**src/itwa_pkg.sv**
```systemverilog
// ----------------------------------------------------------------------------
// itwa_pkg
// Shared types and constants for the interval time window averager.
// ----------------------------------------------------------------------------
package itwa_pkg;

    // Field widths
    localparam int SLOT_W    = 32;   // ticks per slot, timestamp width
    localparam int FUNC_W    = 2;
    localparam int CNT_OUT_W = 7;    // reported slot count width
    localparam int SUM_S_W   = 37;   // running sum over the short window
    localparam int SUM_L_W   = 39;   // running sum over the long window
    localparam int KS_W      = 5;    // short window divisor, at most 25
    localparam int KL_W      = 7;    // long window divisor, at most 100

    // Window edges: a window of E-1 completed slots
    localparam int SHORT_EDGE = 26;
    localparam int LONG_EDGE  = 101;

    // Default ring depth
    localparam int DEPTH_DEF = 101;

    // Command codes
    localparam logic [FUNC_W-1:0] FN_START = 2'd0;
    localparam logic [FUNC_W-1:0] FN_END   = 2'd1;
    localparam logic [FUNC_W-1:0] FN_NEXT  = 2'd2;

    // Input word
    typedef struct packed {
        logic [FUNC_W-1:0] func;
        logic [SLOT_W-1:0] timestamp;
    } t_in_word;

    // Result word
    typedef struct packed {
        logic [SLOT_W-1:0]    last_slot;
        logic [SLOT_W-1:0]    avg_window_short;
        logic [SLOT_W-1:0]    avg_window_long;
        logic [CNT_OUT_W-1:0] slot_count;
        logic                 interval_open;
    } t_out_word;

    // Controller to datapath commands
    typedef struct packed {
        logic load;        // capture input word
        logic exec;        // start or close an interval
        logic rd_short;    // read slot leaving the short window
        logic upd_short;   // update short sum
        logic push;        // update long sum, retire current slot
        logic div_start;   // launch both divisions
        logic cap_avg;     // capture quotients
        logic out_load;    // load result register
    } t_cmd;

    // Datapath to controller status
    typedef struct packed {
        logic [FUNC_W-1:0] func;
        logic              div_busy;
        logic              out_free;
    } t_sts;

endpackage

```
**src/itwa_ctrl.sv**
```systemverilog
// ----------------------------------------------------------------------------
// itwa_ctrl
// Per-word sequencer: interval update, next-slot push and division, result.
// ----------------------------------------------------------------------------
module itwa_ctrl (
    input  logic           i_clk,
    input  logic           i_rst_n,
    input  logic           i_in_valid,
    output logic           o_in_stall,
    output itwa_pkg::t_cmd o_cmd,
    input  itwa_pkg::t_sts i_sts
);

    import itwa_pkg::*;

    typedef enum logic [2:0] {
        S_IDLE,
        S_EXEC,
        S_RD_S,
        S_RD_L,
        S_PUSH,
        S_DIV_GO,
        S_DIV_WAIT,
        S_OUT
    } t_state;

    t_state r_state;
    t_state n_state;

    // Next state and command decode
    always_comb begin
        n_state = r_state;
        o_cmd   = '0;
        case (r_state)
            S_IDLE: begin
                if (i_in_valid) begin
                    o_cmd.load = 1'b1;
                    n_state    = S_EXEC;
                end
            end
            S_EXEC: begin
                o_cmd.exec = 1'b1;
                n_state    = (i_sts.func == FN_NEXT) ? S_RD_S : S_OUT;
            end
            S_RD_S: begin
                o_cmd.rd_short = 1'b1;
                n_state        = S_RD_L;
            end
            S_RD_L: begin
                o_cmd.upd_short = 1'b1;
                n_state         = S_PUSH;
            end
            S_PUSH: begin
                o_cmd.push = 1'b1;
                n_state    = S_DIV_GO;
            end
            S_DIV_GO: begin
                o_cmd.div_start = 1'b1;
                n_state         = S_DIV_WAIT;
            end
            S_DIV_WAIT: begin
                if (!i_sts.div_busy) begin
                    o_cmd.cap_avg = 1'b1;
                    n_state       = S_OUT;
                end
            end
            S_OUT: begin
                if (i_sts.out_free) begin
                    o_cmd.out_load = 1'b1;
                    n_state        = S_IDLE;
                end
            end
            default: begin
                n_state = S_IDLE;
            end
        endcase
    end

    // State register
    always_ff @(posedge i_clk) begin
        if (!i_rst_n) begin
            r_state <= S_IDLE;
        end else begin
            r_state <= n_state;
        end
    end

    assign o_in_stall = (r_state != S_IDLE);

endmodule

```
**config.mk**
```make
export PLATFORM = sky130hd
export DESIGN_NAME = itwa_ctrl
export DESIGN_NICKNAME = d
export VERILOG_FILES = /design/src/itwa_pkg.sv /design/src/itwa_ctrl.sv
export SDC_FILE = /design/constraint.sdc
export NUM_CORES = 1
export LEC_CHECK = 0
export BUFFER_PORTS_ARGS = -buffer_cell sky130_fd_sc_hd__buf_2
export CORE_AREA = 2 2 39 41
export CTS_CLUSTER_SIZE = 8
export DETAILED_ROUTE_END_ITERATION = 10
export DIE_AREA = 0 0 41 43
export PLACE_DENSITY = 0.43
export SETUP_SLACK_MARGIN = 0.05
export SLEW_MARGIN = 20
export SYNTH_ARGS = -nofsm -noshare
export SYNTH_HDL_FRONTEND = slang
export SYNTH_SLANG_ARGS = --single-unit
```
**constraint.sdc**
```tcl
create_clock -name i_clk -period 1.7 [get_ports i_clk]
set_input_delay 0.17 -clock i_clk [delete_from_list [all_inputs] [get_ports i_clk]]
set_output_delay 0.17 -clock i_clk [all_outputs]
set_load 0.02 [all_outputs]
```
==> impl_metrics.toml <==
[timing]
slew_headroom = 0.7836
fin_crit_sh = 0.8702
worstMarginPinSlew_ps = 321.7
fin_crit_ps = 1479
hold_violations = 0
slew_violations = 0
rsz0062_at_grt = "no"
setup_slack_ps = 220.6
setup_viol = 0
setup-tns-final_ps = 0
clock.fmax_mhz = 675.9
skew_ps = 0.6193

[setup_path]
required_ps = 1800
worstPathMaxFanout = 5
regToRegStartpoint = "r_state[1]"
crit_type = "reg2reg"
crit_chain = "inv_1, ha_1, nor2b_4, a21boi_2, nor4_1, a311oi_1"
cp-start-kind = "register"
critPathMaxStageDelay_ps = 350
slowest_stage = "dfxtp_1"
critPathTopFamily = "simple AND/OR/NAND/NOR gates"
rrSetupSlack_ps = 220
crit_start = "r_state[1]"
path_buf_inv = 1
crit_arrival_ps = 1580
critPathCaptureType = "register"

[final_layout]
largest_register = "r_state"
fin_nets = 73
n_antenna_cell = 0
largest_registers = "r_state x3"
final_common_cell = "buf_2"
final_layout_size_suffix_gt1_frac = 0.3770
largest_reg_flops = 3
area_growth_pct = 39.22
design_area_um2 = 444.2
layout_common_cells = "15 x buf_2, 5 x inv_1, 5 x a21oi_1"
num-fill-cells = 158

[placed_design]
dpl_worst_slack_ps = 200.2
io_buffers = 15
post_dp_cell_area_um2 = 410.4
place.gp.congestion = 0.6378
dp_hpwl_um = 565.1

[cts]
clockRootBuffer = "clkbuf_4"
numClockSinks = 3
clockBufferDepth = 2
path_clk_slew_ps = 30
insertion_delay_ps = 230
cts_made_buffers = 3
cts_tree = "done"
htree_levels = 1

[synth]
yosysWarnings = 0
yosysUniqueCellTypes = 21
synth_cells = 42
syn_avg_cell_area_um2 = 7.597
yosysTopAreaCell = "dfxtp_1"
syn_area_um2 = 319.1
synthTopCellsByArea = "dfxtp_1 19%, ha_1 16%, a21oi_1 7.8%"
ys_seq_area_frac = 0.1882
synth_nets = 53
ys_ff_latch = 3
netlist.area_leader.share = 0.1882

[die]
rows = 14
die_area_mm2 = 0.001763
die-width_um = 41
io_pins = 16
start_util = 0.2306
core_mm2 = 0.001384
fp.dieH_um = 43

[global_route]
grt_start_max_net_pins = 8
grt_pass1_wl_um = 966
grt_antenna_before_repair = 0
first_global_vias = 252
overflow = 0
grt_usage = 0.08233

[power]
power.density_mw_per_mm2 = 1551
irDropWorstVdd_uv = 441.4
cellLeakagePower_uw = 0.0002353

[worst_hold_path]
hp-start = "i_rst_n"
hold_class = "in2reg"

[routing]
antenna_left = 0
drc = 0
drtIter0Drc = 1
vias = 317
detail_route.wl_per_cell_um = 8.442
first_pass_iters = 2
avgViaCountPerCell = 4.117
wl_um = 650

[job]
drv_cap = 0

[outcome]
run_status = "complete, no violations"
-- metrics by stage --
stage | total power [µW] | instances | util | hold WS (ps)
final | 688.7 | 77 | 0.3210 | 200.1
after global routing | 748.1 | 77 | 0.3210 | 228.0
after CTS | 697.7 | 77 | 0.3156 | 200.2
after detailed placement | 569.4 | 73 | 0.2966 | 440.4
after global placement | 576.8 | 73 | 0.2966 | 451.6
after floorplan | 466.6 | 42 | - | 321.2
-- synthesized netlist by cell type --
| cell type | instances |
|---|---|
| nor4_1 | 1 |
| a311oi_1 | 1 |
| and3_1 | 1 |
| a21boi_2 | 1 |
| nand2b_1 | 2 |
| buf_6 | 1 |
| and2_1 | 2 |
| o21ai_2 | 1 |
| nand3_1 | 1 |
| nand2_1 | 1 |
| a21o_1 | 1 |
| inv_1 | 5 |
| nor2b_4 | 1 |
| nor2b_1 | 3 |
| a21oi_1 | 5 |
| nor2_1 | 4 |
| nor3_1 | 2 |
| dfxtp_1 | 3 |
| o22ai_1 | 1 |
| and2_2 | 1 |
| ha_1 | 4 |
-- what timing repair did --
item,in CTS,in global routing
setup endpoints to repair,0,1
gates resized for setup,0,1
hold buffers,0,0
buffers inserted,0,0
-- area by class of cell --
| cell class | count | area (µm²) | area share |
|---|---|---|---|
| Multi-Input combinational cell | 33 | 236.5 | 0.5324 |
| Timing Repair Buffer | 16 | 82.58 | 0.1859 |
| Sequential cell | 3 | 60.06 | 0.1352 |
| Clock buffer | 4 | 26.28 | 0.05915 |
| Tap cell | 16 | 20.02 | 0.04507 |
| Inverter | 5 | 18.77 | 0.04225 |
-- where the power goes --
part | internal [µW] | switching [µW] | leakage (µW)
clock | 87.7 | 33.5 | 0.0000150
combinational | 188 | 253 | 0.000196
sequential | 97.3 | 28.8 | 0.0000248
-- kinds of logic after synthesis --
kind of cell | count (synthesis) | share of synthesized area
compound gates | 10 | 0.2118
fa+ha+maj | 4 | 0.1569
buf+inv | 6 | 0.09412
flops | 3 | 0.1882
simple gates | 19 | 0.3490
-- per-layer routing --
layer,up-vias,part of all wire,GRT usage
met4,0,0,0.06000
met2,9,0.49,0.1281
li1,179,-,-
met1,129,0.44,0.09325
met3,0,0.071,0.01571
met5,-,0,0
-- tightest hold or removal path, cell delays in order --
cell,delay (ps)
buf_2,70
inv_1,50
a21oi_1,100
-- path summary, 6_finish.rpt --
path | end | depth (start not counted)
worst max-delay path | r_state[0] | 6
worst min-delay path | r_state[2] | 3
worst max register to register | r_state[0] | 6
worst min register to register | r_state[0] | 2
(Power assumes the default switching activity.)
